==> src/rtl/hndp_pkg.sv <==
// ----------------------------------------------------------------------------
// hndp_pkg
// Shared types, codes and helpers of the near-duplicate hash pair finder.
// ----------------------------------------------------------------------------
package hndp_pkg;

    localparam int TABLE_DEPTH_DEF = 64;
    localparam int MAX_RESULTS     = 63;
    localparam int CNT_W           = $clog2(MAX_RESULTS + 1);

    localparam int HASH_W = 64;
    localparam int ID_W   = 16;
    localparam int DIST_W = 7;
    localparam int ST_W   = 2;

    localparam logic [ST_W-1:0] ST_PAIR  = 2'd0;
    localparam logic [ST_W-1:0] ST_NONE  = 2'd1;
    localparam logic [ST_W-1:0] ST_FULL  = 2'd2;
    localparam logic [ST_W-1:0] ST_CLEAR = 2'd3;

    localparam logic [1:0] K_ADD      = 2'd0;
    localparam logic [1:0] K_ADD_ZERO = 2'd1;
    localparam logic [1:0] K_CLEAR    = 2'd2;

    localparam int IQ_DEPTH = 2;
    localparam int OQ_DEPTH = 4;
    localparam int OQ_CW    = $clog2(OQ_DEPTH + 1);

    localparam logic [DIST_W-1:0] THR_RESET = 7'd10;

    localparam int APB_AW = 3;
    localparam int APB_DW = 32;
    localparam logic [0:0] REG_MATCH_THRESHOLD = 1'b0;

    typedef struct packed {
        logic              mode;
        logic [ID_W-1:0]   image_id;
        logic [HASH_W-1:0] hash_value;
    } t_item;

    typedef struct packed {
        logic [ST_W-1:0]   status;
        logic [ID_W-1:0]   earlier_id;
        logic [ID_W-1:0]   newer_id;
        logic [DIST_W-1:0] distance;
        logic              last_of_run;
    } t_result;

    typedef struct packed {
        logic [1:0]        kind;
        logic [ID_W-1:0]   id;
        logic [HASH_W-1:0] hash;
    } t_front_item;

    typedef struct packed {
        logic [ID_W-1:0]   id;
        logic [HASH_W-1:0] hash;
    } t_entry;

    function automatic logic [DIST_W-1:0] popcount64(input logic [HASH_W-1:0] v);
        logic [1:0] l1 [32];
        logic [2:0] l2 [16];
        logic [3:0] l3 [8];
        logic [4:0] l4 [4];
        logic [5:0] l5 [2];
        for (int i = 0; i < 32; i++) l1[i] = {1'b0, v[2*i]} + {1'b0, v[2*i+1]};
        for (int i = 0; i < 16; i++) l2[i] = {1'b0, l1[2*i]} + {1'b0, l1[2*i+1]};
        for (int i = 0; i < 8; i++)  l3[i] = {1'b0, l2[2*i]} + {1'b0, l2[2*i+1]};
        for (int i = 0; i < 4; i++)  l4[i] = {1'b0, l3[2*i]} + {1'b0, l3[2*i+1]};
        for (int i = 0; i < 2; i++)  l5[i] = {1'b0, l4[2*i]} + {1'b0, l4[2*i+1]};
        return {1'b0, l5[0]} + {1'b0, l5[1]};
    endfunction

endpackage

==> src/rtl/hndp_outq.sv <==
// ----------------------------------------------------------------------------
// hndp_outq
// Result queue between the search engine and the result port.
// ----------------------------------------------------------------------------
module hndp_outq (
    input  logic                        i_clk,
    input  logic                        i_rst_n,
    input  logic                        i_push,
    input  hndp_pkg::t_result           i_data,
    output logic                        o_full,
    output logic [hndp_pkg::OQ_CW-1:0]  o_count,
    output logic                        o_valid,
    output hndp_pkg::t_result           o_data,
    input  logic                        i_pop
);
    import hndp_pkg::*;

    localparam int PW = $clog2(OQ_DEPTH);

    t_result        r_mem [OQ_DEPTH];
    logic [PW-1:0]  r_wp;
    logic [PW-1:0]  r_rp;
    logic [PW:0]    r_cnt;
    logic           push_ok;
    logic           pop_ok;

    assign o_full  = (r_cnt == (PW+1)'(OQ_DEPTH));
    assign o_valid = (r_cnt != '0);
    assign o_count = OQ_CW'(r_cnt);
    assign o_data  = r_mem[r_rp];
    assign push_ok = i_push && !o_full;
    assign pop_ok  = i_pop && o_valid;

    always_ff @(posedge i_clk) begin
        if (push_ok) begin
            r_mem[r_wp] <= i_data;
        end
    end

    always_ff @(posedge i_clk) begin
        if (!i_rst_n) begin
            r_wp  <= '0;
            r_rp  <= '0;
            r_cnt <= '0;
        end else begin
            if (push_ok) r_wp <= r_wp + 1'b1;
            if (pop_ok)  r_rp <= r_rp + 1'b1;
            if (push_ok && !pop_ok) begin
                r_cnt <= r_cnt + 1'b1;
            end else if (pop_ok && !push_ok) begin
                r_cnt <= r_cnt - 1'b1;
            end
        end
    end

endmodule

==> config.mk <==
export PLATFORM = sky130hd
export DESIGN_NAME = hndp_outq
export DESIGN_NICKNAME = d
export VERILOG_FILES = /design/src/rtl/hndp_pkg.sv /design/src/rtl/hndp_outq.sv
export SDC_FILE = /design/constraint.sdc
export NUM_CORES = 1
export LEC_CHECK = 0
export BUFFER_PORTS_ARGS = -buffer_cell sky130_fd_sc_hd__buf_2
export CORE_AREA = 2 2 152 154
export CTS_CLUSTER_DIAMETER = 80
export CTS_CLUSTER_SIZE = 40
export DETAILED_ROUTE_END_ITERATION = 12
export DIE_AREA = 0 0 154 156
export PLACE_DENSITY_LB_ADDON = 0.12
export SYNTH_ARGS = -nofsm -noshare
export SYNTH_HDL_FRONTEND = slang
export SYNTH_SLANG_ARGS = --single-unit
==> constraint.sdc <==
create_clock -name i_clk -period 2.7 [get_ports i_clk]
set_input_delay 0.27 -clock i_clk [delete_from_list [all_inputs] [get_ports i_clk]]
set_output_delay 0.27 -clock i_clk [all_outputs]
set_load 0.005 [all_outputs]
==> flow_metrics.tcl <==
set metrics [dict create \
    grtUsageTotal_pct 10.99 \
    r2r-end "o_count[2]" \
    clock-root-buffer "clkbuf_16" \
    synth-seq-cells 177 \
    nets 428 \
    powerDensity_mw_per_mm2 970.1 \
    worst_slew_pin_slew_ns 0.3678 \
    endpoint_kind "flip-flop" \
    r2r_cells 9 \
    firstDrtPassIters 4 \
    slew_headroom_pct 75.09 \
    start_util_pct 29.47 \
    rsz0062_at_grt "false" \
    cp-endpoint "o_count[2]" \
    crit_start "o_count[0]" \
    vdd_drop_max_uv 368.2 \
    required_ns 3.05 \
    grt.overflow.total 0 \
    yosysWarnings 0 \
    cp.arrival_ns 2.55 \
    grt_pass1_vias 3259 \
    wl_per_cell_um 18.57 \
    cts_hold_buf 0 \
    cts_sinks 177 \
    grt_max_degree 43 \
    critPathLaunchType "flip-flop" \
    totalWireLength_mm 12.53 \
    fin_setup_tns_ns 0 \
    drive_gt1_share_pct 45.76 \
    synth_area_per_cell_um2 24.59 \
    hold_viol_final 0 \
    status "completed" \
    final_common_cell "edfxtp_1" \
    synth.top_cell.area_share_pct 76.55 \
    yosys-top-cells-area "edfxtp_1 77%, mux4_2 14%, dfxtp_1 2.7%" \
    route.detailed.drc 0 \
    finalClockSkew_ns 0.01196 \
    p_leak_nw 2.723 \
    netlist-cell-type-count 22 \
    vias 2996 \
    reg2reg_from "o_count[0]" \
    numCtsBuffers 17 \
    area_delta_synth_final_pct 22.71 \
    rows 55 \
    die_y_um 156 \
    pre_cts_ws_ns 0.5042 \
    ioPinCount 93 \
    critPathMaxFanout 7 \
    mostFrequentLayoutCells "168 x edfxtp_1, 92 x buf_2, 42 x mux4_2" \
    fin_crit_sh_pct 81.58 \
    postCtsSetupBuffers 0 \
    syn_nets 320 \
    place_congestion 0.6794 \
    ant_nets 0 \
    detail_route.vias_per_cell 4.439 \
    synth_area_mm2 0.006590 \
    post_cts_resized 0 \
    first_iter_violations 147 \
    cts_tree "done" \
    cts.clk_slew.worst_paths_ns 0.07 \
    fp.dieW_um 154 \
    place_hpwl_mm 7.101 \
    regToRegSetupSlack_ns 0.50 \
    final-setup-viol-count 0 \
    min_period_ns 2.203 \
    drv_cap 0 \
    critical_path_class "reg2reg" \
    core_area_mm2 0.02237 \
    ys_seq_area_share_pct 79.29 \
    htree_levels 4 \
    clock_latency_ns 0.42 \
    cts_buffer_depth 2 \
    fin_ws_ns 0.4972 \
    min_path_type "in2reg" \
    grt_pass1_wl_mm 18.93 \
    timing.fmax_ghz 0.4540 \
    port_buffers 92 \
    placed_cells 642 \
    finalNonFillerCells 675 \
    maxSlewViolCount 0 \
    synth_cells 268 \
    die_area_mm2 0.02402 \
    yosysTopAreaCell "edfxtp_1" \
    antenna_found_initial 2 \
]
==> registers in the layout, summed over array words and instances, names as in the netlist, named ones only <==
| name | count |
|---|---|
| o_count | 3 |
| r_rp | 2 |
| r_mem | 168 |
| r_wp | 2 |
==> cell usage after synthesis <==
library cell / count
clkbuf_1: 2
a21boi_0: 1
dfxtp_1: 9
o21ai_0: 1
mux4_2: 42
mux2i_1: 3
and2_1: 8
buf_12: 4
fa_1: 1
edfxtp_1: 168
nor3b_2: 1
o31ai_2: 1
inv_1: 3
xor2_1: 1
nor2b_1: 2
xnor2_1: 3
nand2_1: 4
ha_1: 5
buf_6: 1
o311ai_1: 1
or3_1: 2
buf_2: 5
==> worst max-delay path, cell delays in order (launching register included) <==
cell	delay, ns
dfxtp_1	0.51
nor3b_2	0.09
nor2b_1	0.12
buf_4	0.15
ha_1	0.19
inv_1	0.06
fa_1	0.37
xor2_1	0.16
or3_1	0.31
a21boi_0	0.17
==> kinds of logic (layout without fill, tap and decap cells) <==
| group | after synthesis | after routing | synth area share, % |
|---|---|---|---|
| flops | 177 | 177 | 79.29 |
| mux | 45 | 45 | 14.81 |
| simple gates | 17 | 17 | 1.557 |
| buf+inv | 15 | 136 | 2.051 |
| fa+ha+maj | 6 | 6 | 1.253 |
| compound gates | 4 | 4 | 0.5126 |
| xor+xnor | 4 | 4 | 0.5317 |
| other cells | 0 | 1 | 0 |
==> stage by stage <==
step	cell area, µm²	hold WS, ns	total power [mW]	utilization, %
after floorplan	6590	0.3689	4.602	-
after global placement	7423	0.4808	5.216	33.19
after detailed placement	7423	0.4888	5.230	33.19
after CTS	8084	0.03360	8.012	36.15
after global routing	8084	0.03600	8.248	36.15
final	8087	0.06189	7.845	36.16
==> routing by layer <==
layer | share of wire (%) | track usage (%) | up-vias
li1 | - | - | 1337
met5 | 0.10 | 0 | -
met2 | 50 | 18.17 | 71
met4 | 1.1 | 4.005 | 2
met1 | 43 | 13.19 | 1573
met3 | 5.9 | 4.139 | 13
==> area by class of cell <==
type / instances / area, µm²
clock inverters: 9 / 202.7
flip-flops and latches: 177 / 5230
diodes: 1 / 2.502
clock buffers: 23 / 457.9
inverters: 3 / 11.26
repair buffers: 101 / 590.6
fillers: 2050 / 14280
well taps: 285 / 356.6
multi-input cells: 76 / 1235
==> power breakdown <==
group	internal (mW)	switching [mW]	leakage, nW	total [mW]
sequential	3.34	0.0999	1.61	3.44
combinational	0.871	0.790	0.787	1.66
clock	1.77	0.978	0.320	2.75
total	5.98	1.87	2.72	7.84
==> how the worst min path moves through the flow <==
| stage | from | end | slack [ns] | depth (start not counted) |
|---|---|---|---|---|
| 2_1_floorplan | i_data[0] | r_mem[0][0] | 0.37 | 0 |
| 3_3_place_gp | i_data[15] | r_mem[3][15] | 0.48 | 1 |
| 3_5_place_dp | i_data[19] | r_mem[0][19] | 0.49 | 1 |
| 4_1_cts | i_data[41] | r_mem[3][41] | 0.03 | 1 |
| 5_1_grt | i_data[15] | r_mem[3][15] | 0.04 | 1 |
| 6_report | i_data[41] | r_mem[3][41] | 0.06 | 1 |
Note: power is estimated with default switching activity, not from simulation.
