### config.mk
export PLATFORM = sky130hd
export DESIGN_NAME = hndp_front
export DESIGN_NICKNAME = d
export VERILOG_FILES = /design/src/rtl/hndp_pkg.sv /design/src/rtl/hndp_front.sv
export SDC_FILE = /design/constraint.sdc
export NUM_CORES = 1
export LEC_CHECK = 0
export BUFFER_PORTS_ARGS = -buffer_cell sky130_fd_sc_hd__buf_2
export CAP_MARGIN = 10
export CORE_MARGIN = 2
export CORE_UTILIZATION = 54
export DETAILED_ROUTE_END_ITERATION = 8
export PLACE_DENSITY = 0.94
export SETUP_SLACK_MARGIN = 0.02
export SLEW_MARGIN = 20
export SYNTH_ARGS = -nofsm -noshare
export SYNTH_HDL_FRONTEND = slang
export SYNTH_SLANG_ARGS = --single-unit
### constraint.sdc
create_clock -name i_clk -period 12.4 [get_ports i_clk]
set_input_delay 1.86 -clock i_clk [delete_from_list [all_inputs] [get_ports i_clk]]
set_output_delay 1.86 -clock i_clk [all_outputs]
set_load 0.005 [all_outputs]
### src/rtl/hndp_pkg.sv
// ----------------------------------------------------------------------------
// hndp_pkg
// Shared types, codes and helpers of the near-duplicate hash pair finder.
// ----------------------------------------------------------------------------
package hndp_pkg;

    localparam int TABLE_DEPTH_DEF = 64;
    localparam int MAX_RESULTS     = 63;
    localparam int CNT_W           = $clog2(MAX_RESULTS + 1);

    localparam int HASH_W = 64;
    localparam int ID_W   = 16;
    localparam int DIST_W = 7;
    localparam int ST_W   = 2;

    localparam logic [ST_W-1:0] ST_PAIR  = 2'd0;
    localparam logic [ST_W-1:0] ST_NONE  = 2'd1;
    localparam logic [ST_W-1:0] ST_FULL  = 2'd2;
    localparam logic [ST_W-1:0] ST_CLEAR = 2'd3;

    localparam logic [1:0] K_ADD      = 2'd0;
    localparam logic [1:0] K_ADD_ZERO = 2'd1;
    localparam logic [1:0] K_CLEAR    = 2'd2;

    localparam int IQ_DEPTH = 2;
    localparam int OQ_DEPTH = 4;
    localparam int OQ_CW    = $clog2(OQ_DEPTH + 1);

    localparam logic [DIST_W-1:0] THR_RESET = 7'd10;

    localparam int APB_AW = 3;
    localparam int APB_DW = 32;
    localparam logic [0:0] REG_MATCH_THRESHOLD = 1'b0;

    typedef struct packed {
        logic              mode;
        logic [ID_W-1:0]   image_id;
        logic [HASH_W-1:0] hash_value;
    } t_item;

    typedef struct packed {
        logic [ST_W-1:0]   status;
        logic [ID_W-1:0]   earlier_id;
        logic [ID_W-1:0]   newer_id;
        logic [DIST_W-1:0] distance;
        logic              last_of_run;
    } t_result;

    typedef struct packed {
        logic [1:0]        kind;
        logic [ID_W-1:0]   id;
        logic [HASH_W-1:0] hash;
    } t_front_item;

    typedef struct packed {
        logic [ID_W-1:0]   id;
        logic [HASH_W-1:0] hash;
    } t_entry;

    function automatic logic [DIST_W-1:0] popcount64(input logic [HASH_W-1:0] v);
        logic [1:0] l1 [32];
        logic [2:0] l2 [16];
        logic [3:0] l3 [8];
        logic [4:0] l4 [4];
        logic [5:0] l5 [2];
        for (int i = 0; i < 32; i++) l1[i] = {1'b0, v[2*i]} + {1'b0, v[2*i+1]};
        for (int i = 0; i < 16; i++) l2[i] = {1'b0, l1[2*i]} + {1'b0, l1[2*i+1]};
        for (int i = 0; i < 8; i++)  l3[i] = {1'b0, l2[2*i]} + {1'b0, l2[2*i+1]};
        for (int i = 0; i < 4; i++)  l4[i] = {1'b0, l3[2*i]} + {1'b0, l3[2*i+1]};
        for (int i = 0; i < 2; i++)  l5[i] = {1'b0, l4[2*i]} + {1'b0, l4[2*i+1]};
        return {1'b0, l5[0]} + {1'b0, l5[1]};
    endfunction

endpackage

### src/rtl/hndp_front.sv
// ----------------------------------------------------------------------------
// hndp_front
// Input queue: accepts items, tags each as add, zero-hash add or clear.
// ----------------------------------------------------------------------------
module hndp_front (
    input  logic                  i_clk,
    input  logic                  i_rst_n,
    input  logic                  i_push,
    input  hndp_pkg::t_item       i_item,
    output logic                  o_full,
    output logic                  o_valid,
    output hndp_pkg::t_front_item o_head,
    input  logic                  i_pop
);
    import hndp_pkg::*;

    localparam int PW = $clog2(IQ_DEPTH);

    t_front_item    r_mem [IQ_DEPTH];
    logic [PW-1:0]  r_wp;
    logic [PW-1:0]  r_rp;
    logic [PW:0]    r_cnt;
    t_front_item    n_entry;
    logic           push_ok;
    logic           pop_ok;

    always_comb begin
        n_entry.id   = i_item.image_id;
        n_entry.hash = i_item.hash_value;
        if (i_item.mode) begin
            n_entry.kind = K_CLEAR;
        end else if (i_item.hash_value == '0) begin
            n_entry.kind = K_ADD_ZERO;
        end else begin
            n_entry.kind = K_ADD;
        end
    end

    assign o_full  = (r_cnt == (PW+1)'(IQ_DEPTH));
    assign o_valid = (r_cnt != '0);
    assign o_head  = r_mem[r_rp];
    assign push_ok = i_push && !o_full;
    assign pop_ok  = i_pop && o_valid;

    always_ff @(posedge i_clk) begin
        if (push_ok) begin
            r_mem[r_wp] <= n_entry;
        end
    end

    always_ff @(posedge i_clk) begin
        if (!i_rst_n) begin
            r_wp  <= '0;
            r_rp  <= '0;
            r_cnt <= '0;
        end else begin
            if (push_ok) r_wp <= r_wp + 1'b1;
            if (pop_ok)  r_rp <= r_rp + 1'b1;
            if (push_ok && !pop_ok) begin
                r_cnt <= r_cnt + 1'b1;
            end else if (pop_ok && !push_ok) begin
                r_cnt <= r_cnt - 1'b1;
            end
        end
    end

endmodule

==> flow_summary_export.csv, run 1 <==
group,metric,value,unit
timing,slew_headroom,48.3,%
floorplanning,die-area,12500,sq um
cells_and_area,final_cell_mix,"168 x buf_2, 164 x edfxtp_1, 82 x mux2_2",
clock_network,ctsResizeCount,0,
logic_synthesis,avgSynthCellArea,20.7,sq um
floorplanning,start_util,55.1,%
run,maxCapViolations,0,
timing,fin_skew,0.00770,ns
cells_and_area,multi_input_area,1200,sq um
placed_design,hpwl,7770,microns
drt,post_drt_via_cell_ratio,5.31,
worst_setup_path,endpoint_kind,"output port",
drt,detail-route-antenna-nets,0,
clock_network,cts_tree,"built",
cells_and_area,syn2layout_area_growth,24.7,%
cells_and_area,finalNonFillerCells,640,
clock_network,root_buffer,"clkbuf_16",
floorplanning,design.core.area,11400,sq um
worst_setup_path,critical_path_class,"register to output port",
clock_network,clock_sinks,169,
clock_network,h-tree-depth,4,
timing,setup_viol,0,
timing,fmax,263,MHz
logic_synthesis,ys_seq_area_share,80.2,%
global_routing,grt_max_degree,83,
drt,vias,3401,
clock_network,clk_pin_slew,0.06,ns
global_routing,track_usage,19.4,%
pwr,power.density,200,nW/um^2
floorplanning,die_h,112,microns
min_path,min_path_type,"register to register",
cells_and_area,drive_above_1_share,56.7,%
drt,wirelength,11900,microns
drt,dr.first_iter.drc_count,194,
clock_network,numCtsBuffers,17,
clock_network,hold_buffers,0,
worst_setup_path,endpoint,"o_head[50]",
cells_and_area,nets,570,
clock_network,cts_buffer_depth,2,
global_routing,grt_overflow,0,
logic_synthesis,syn_area,6260,sq um
logic_synthesis,yosysWarnings,0,
worst_setup_path,worst-r2r-setup-slack,10.56,ns
timing,fin_crit_sh,30.7,%
logic_synthesis,synth_seq_cells,169,
cells_and_area,regArea,5030,sq um
placed_design,portBuffers,168,
logic_synthesis,synth_nets,389,
clock_network,cts_setup_buffers,0,
cells_and_area,diodes,0,
run_status,status,"finished, final reports clean",
global_routing,antenna_found_initial,0,
timing,fin_crit,3.81,ns
timing,worst_slew_pin_slew,0.776,ns
timing,finalMaxSlewViolations,0,
placed_design,routabilityCongestion,0.749,
cells_and_area,final_common_cell,"buf_2",
drt,drc,0,
floorplanning,num_rows,39,
worst_setup_path,crit_fanout,43,
global_routing,grt_first_pass_wirelength,18100,microns
worst_setup_path,r2r-start,"r_cnt[0]",
cells_and_area,fill_cells,754,
placed_design,dp.cells,606,
worst_setup_path,startpoint_type,"register",
worst_setup_path,worst_ep_arrival_time,1.95,ns
pwr,ir_worst_vdd,0.000187,V
timing,rsz0062_at_grt,"no",
drt,routedWlPerCell,18.6,microns
timing,timing.setup.tns,0,ns
pwr,leakage,2.88,nW
floorplanning,ios,169,
placed_design,dpl_worst_slack,8.89,ns
logic_synthesis,syn_inst,303,
global_routing,first_global_vias,3536,
timing,hold_viol,0,
timing,setup_ws,8.59,ns
worst_setup_path,rr_endpoint,"r_mem[0][9]",
worst_setup_path,r2r_cells,4,
floorplanning,dieWidth,112,microns
clock_network,clk_latency,0.42,ns
drt,firstDrtPassIters,6,
logic_synthesis,ys_types,21,
worst_setup_path,cp.required,10.54,ns
==> kinds of logic after synthesis <==
kind of cell	share of synthesized area, %
AO/OA/AOI/OAI	0.200
XOR/XNOR	0.560
adder cells (fa/ha/maj)	0.200
buffers and inverters	0.839
flip-flops	80.2
multiplexers	14.7
AND/OR/NAND/NOR	3.22
==> how the worst min path moves through the flow <==
stage / end / from / depth (start not counted) / slack, ns
after floorplan: r_cnt[1] / r_cnt[1] / 2 / 0.47
after global placement: r_cnt[1] / r_cnt[1] / 2 / 0.48
after detailed placement: r_cnt[1] / r_cnt[1] / 2 / 0.55
after CTS: r_cnt[1] / r_cnt[1] / 2 / 0.56
after global routing: r_cnt[1] / r_cnt[1] / 2 / 0.58
final: r_cnt[1] / r_cnt[1] / 2 / 0.55
==> registers in the layout, indices dropped and copies added (netlist names), named ones only <==
name,flops
r_cnt,2
r_mem,164
r_rp,1
r_wp,1
==> cell type report <==
type | count | area share, %
clock buffer | 22 | 5.69
tap | 143 | 2.29
timing repair buffer | 171 | 11.5
sequential | 169 | 64.4
multi-input combinational | 123 | 15.3
clock inverter | 10 | 0.705
inverter | 2 | 0.0961
==> metrics by stage <==
stage / total power, mW / instance area, sq um / hold WS [ns] / util [%]
finish: 1.56 / 7810 / 0.553 / 68.7
global route: 1.63 / 7810 / 0.582 / 68.7
CTS: 1.57 / 7760 / 0.556 / 68.3
detailed placement: 1.12 / 7260 / 0.549 / 63.9
global placement: 1.11 / 7260 / 0.483 / 63.9
floorplan: 0.978 / 6260 / 0.473 / -
==> cell usage after synthesis <==
master	count	area [sq um]
or3_1	1	6.26
nand2_1	3	11.3
and3_1	1	6.26
xnor2_1	3	26.3
a21boi_0	1	7.51
nand4_1	3	18.8
inv_1	2	7.51
and2_1	4	25.0
o21ai_0	1	5.00
nor4_1	16	100
buf_2	9	45.0
edfxtp_1	164	4920
ha_1	1	12.5
or2_2	1	6.26
mux2_2	82	923
and4_1	1	8.76
dfxtp_1	5	100
xor2_1	1	8.76
nor2_1	2	7.51
nand2b_1	1	6.26
nor3_1	1	5.00
==> critical path: stages (launching register included) <==
cell	delay, ns
dfxtp_4	0.68
buf_12	0.31
mux2_2	0.38
buf_2	0.13
==> metal layers <==
layer  GRT usage, %  vias up  share of wire [%]
met5              0        -                  0
met4           8.31        0                1.5
met3           5.88       14                5.3
met2           32.4      120                 53
met1           23.6     1684                 40
li1               -     1583                  -
==> report_power, final <==
group | switching, mW | internal (mW)
registers | 0.0403 | 0.732
clock network | 0.195 | 0.252
logic | 0.161 | 0.182
No activity file was read; power rests on OpenSTA's default activity.
==> inputs of run 2 (changes only) <==
--- a/config.mk
+++ b/config.mk
@@ -8,9 +8,9 @@
 export BUFFER_PORTS_ARGS = -buffer_cell sky130_fd_sc_hd__buf_2
 export CAP_MARGIN = 10
 export CORE_MARGIN = 2
-export CORE_UTILIZATION = 54
+export CORE_UTILIZATION = 47
 export DETAILED_ROUTE_END_ITERATION = 8
-export PLACE_DENSITY = 0.94
+export PLACE_DENSITY = 0.88
 export SETUP_SLACK_MARGIN = 0.02
 export SLEW_MARGIN = 20
 export SYNTH_ARGS = -nofsm -noshare
==> constraint.sdc (replaced) <==
create_clock -name i_clk -period 3.5 [get_ports i_clk]
set_input_delay 0.525 -clock i_clk [delete_from_list [all_inputs] [get_ports i_clk]]
set_output_delay 0.525 -clock i_clk [all_outputs]
set_load 0.005 [all_outputs]
==> run 2 against run 1 <==
First-iteration DRC count is 3.1% lower. Sequential power grew to 3.6 times the previous value. Global-route usage is 2.8 points lower. Critical path depth is 1 lower. Critical path type unchanged. Clock skew is 0.0029 ns lower. Cell area is 1.6% higher. Count of clock-buffer cells in the layout is 4 lower. Register-to-register slack worse by 9.1 ns. Die area is 14% higher. Largest power group unchanged. Critical endpoint is now o_head[24].
==> flow_summary_export.csv, run 2 (synthesis gave the netlist of run 1 again) <==
group,metric,value,unit
run_status,status,"finished, final reports clean",
cells_and_area,largest_reg_flops,164,
drt,dr.first_iter.drc_count,188,
timing,finalMaxSlewViolations,0,
global_routing,first_global_vias,3472,
timing,fin_crit_sh,73.9,%
clock_network,clock_sinks,169,
clock_network,ctsResizeCount,0,
drt,vias,3393,
worst_setup_path,cp_slowest_cell,"dfxtp_4",
floorplanning,start_util,47.7,%
timing,timing.setup.tns,0,ns
timing,worst_slew_pin_slew,1.06,ns
floorplanning,die_h,119,microns
worst_setup_path,critical_path_class,"register to output port",
drt,detail-route-antenna-nets,0,
cells_and_area,regMostFlops,"r_mem",
floorplanning,dieWidth,119,microns
cells_and_area,drive_above_1_share,57.1,%
cells_and_area,syn2layout_area_growth,26.7,%
global_routing,grt_overflow,0,
cells_and_area,nets,570,
timing,slew_headroom,29.5,%
worst_setup_path,cpPeakStageDelay,1.03,ns
pwr,ir_worst_vdd,0.000442,V
cells_and_area,final_cell_mix,"168 x buf_2, 164 x edfxtp_1, 82 x mux2_2",
timing,hold_viol,0,
global_routing,grt_max_degree,83,
drt,routedWlPerCell,17.3,microns
pwr,power.density,730,nW/um^2
floorplanning,design.core.area,13100,sq um
timing,fin_crit,2.59,ns
worst_setup_path,critPathTopFamily,"flip-flops",
floorplanning,num_rows,42,
cells_and_area,final_cell_area,7940,sq um
clock_network,clk_latency,0.41,ns
floorplanning,ios,169,
placed_design,dpl_cell_area,7320,sq um
worst_setup_path,worst_ep_arrival_time,2.06,ns
global_routing,track_usage,16.6,%
placed_design,portBuffers,168,
cells_and_area,regArea,5030,sq um
clock_network,numCtsBuffers,17,
drt,wirelength,11600,microns
timing,fmax,386,MHz
clock_network,cts_setup_buffers,0,
placed_design,routabilityCongestion,0.774,
timing,fin_skew,0.00475,ns
worst_setup_path,endpoint_kind,"output port",
timing,rsz0062_at_grt,"no",
worst_setup_path,path_cells,"mux2_2 > buf_2",
worst_setup_path,crit_fanout,82,
cells_and_area,fill_cells,990,
worst_setup_path,startpoint_type,"register",
cells_and_area,finalNonFillerCells,670,
clock_network,clk_pin_slew,0.06,ns
pwr,total_power,5.80,mW
run,maxCapViolations,0,
pwr,leakage,2.92,nW
global_routing,grt_first_pass_wirelength,17600,microns
placed_design,dp.cells,640,
cells_and_area,diodes,0,
cells_and_area,final_common_cell,"buf_2",
clock_network,root_buffer,"clkbuf_16",
cells_and_area,fin_util,60.4,%
cells_and_area,reg_top3,"r_mem (164), r_cnt (2)",
floorplanning,die-area,14300,sq um
clock_network,h-tree-depth,4,
drt,drc,0,
drt,post_drt_via_cell_ratio,5.06,
clock_network,cts_tree,"built",
placed_design,hpwl,7650,microns
worst_setup_path,worst-path-buf-inv,1,
clock_network,hold_buffers,0,
drt,firstDrtPassIters,4,
worst_setup_path,cp.required,2.97,ns
min_path,min_path_type,"input pin to register",
clock_network,cts_buffer_depth,2,
global_routing,antenna_found_initial,0,
timing,setup_viol,0,
cells_and_area,multi_input_area,1200,sq um
run 2: stage by stage:
| step | setup WS (ns) | hold slack [ns] |
|---|---|---|
| after floorplan | 0.321 | 0.473 |
| after global placement | 1.35 | 0.484 |
| after detailed placement | 1.33 | 0.532 |
| after CTS | 0.873 | 0.276 |
| after global routing | 0.802 | 0.279 |
| final | 0.912 | 0.298 |
run 2: power breakdown:
group          total [mW]  internal, mW  switching, mW
Sequential           2.79          2.59          0.200
Combinational        1.14         0.644          0.496
Clock                1.87          1.17          0.695
Total                5.80          4.40           1.39
run 2: final timing paths:
| check | from | endpoint | slack, ns | cells past startpoint |
|---|---|---|---|---|
| worst max-delay path | register | o_head[24] | 0.91 | 2 |
| worst min-delay path | i_item[73] | r_mem[1][73] | 0.30 | 1 |
| worst max register to register | r_cnt[0] | r_mem[0][51] | 1.50 | 4 |
| worst min register to register | r_cnt[1] | r_cnt[1] | 0.53 | 2 |
run 2: layer usage:
metal / routed length, microns / track usage [%] / vias to the layer above / part of all wire [%]
li1: - / - / 1576 / -
met1: 4720 / 19.2 / 1675 / 41
met2: 5990 / 28.0 / 116 / 52
met3: 687 / 5.36 / 26 / 5.9
met4: 218 / 8.16 / 0 / 1.9
met5: 0 / 0 / - / 0
run 2: layout make-up:
class | instances | share of cell area [%]
sequential | 169 | 63.4
multi-input combinational | 123 | 15.1
timing repair buffer | 171 | 11.3
clock buffer | 18 | 5.41
tap | 176 | 2.78
clock inverter | 11 | 1.97
inverter | 2 | 0.0946
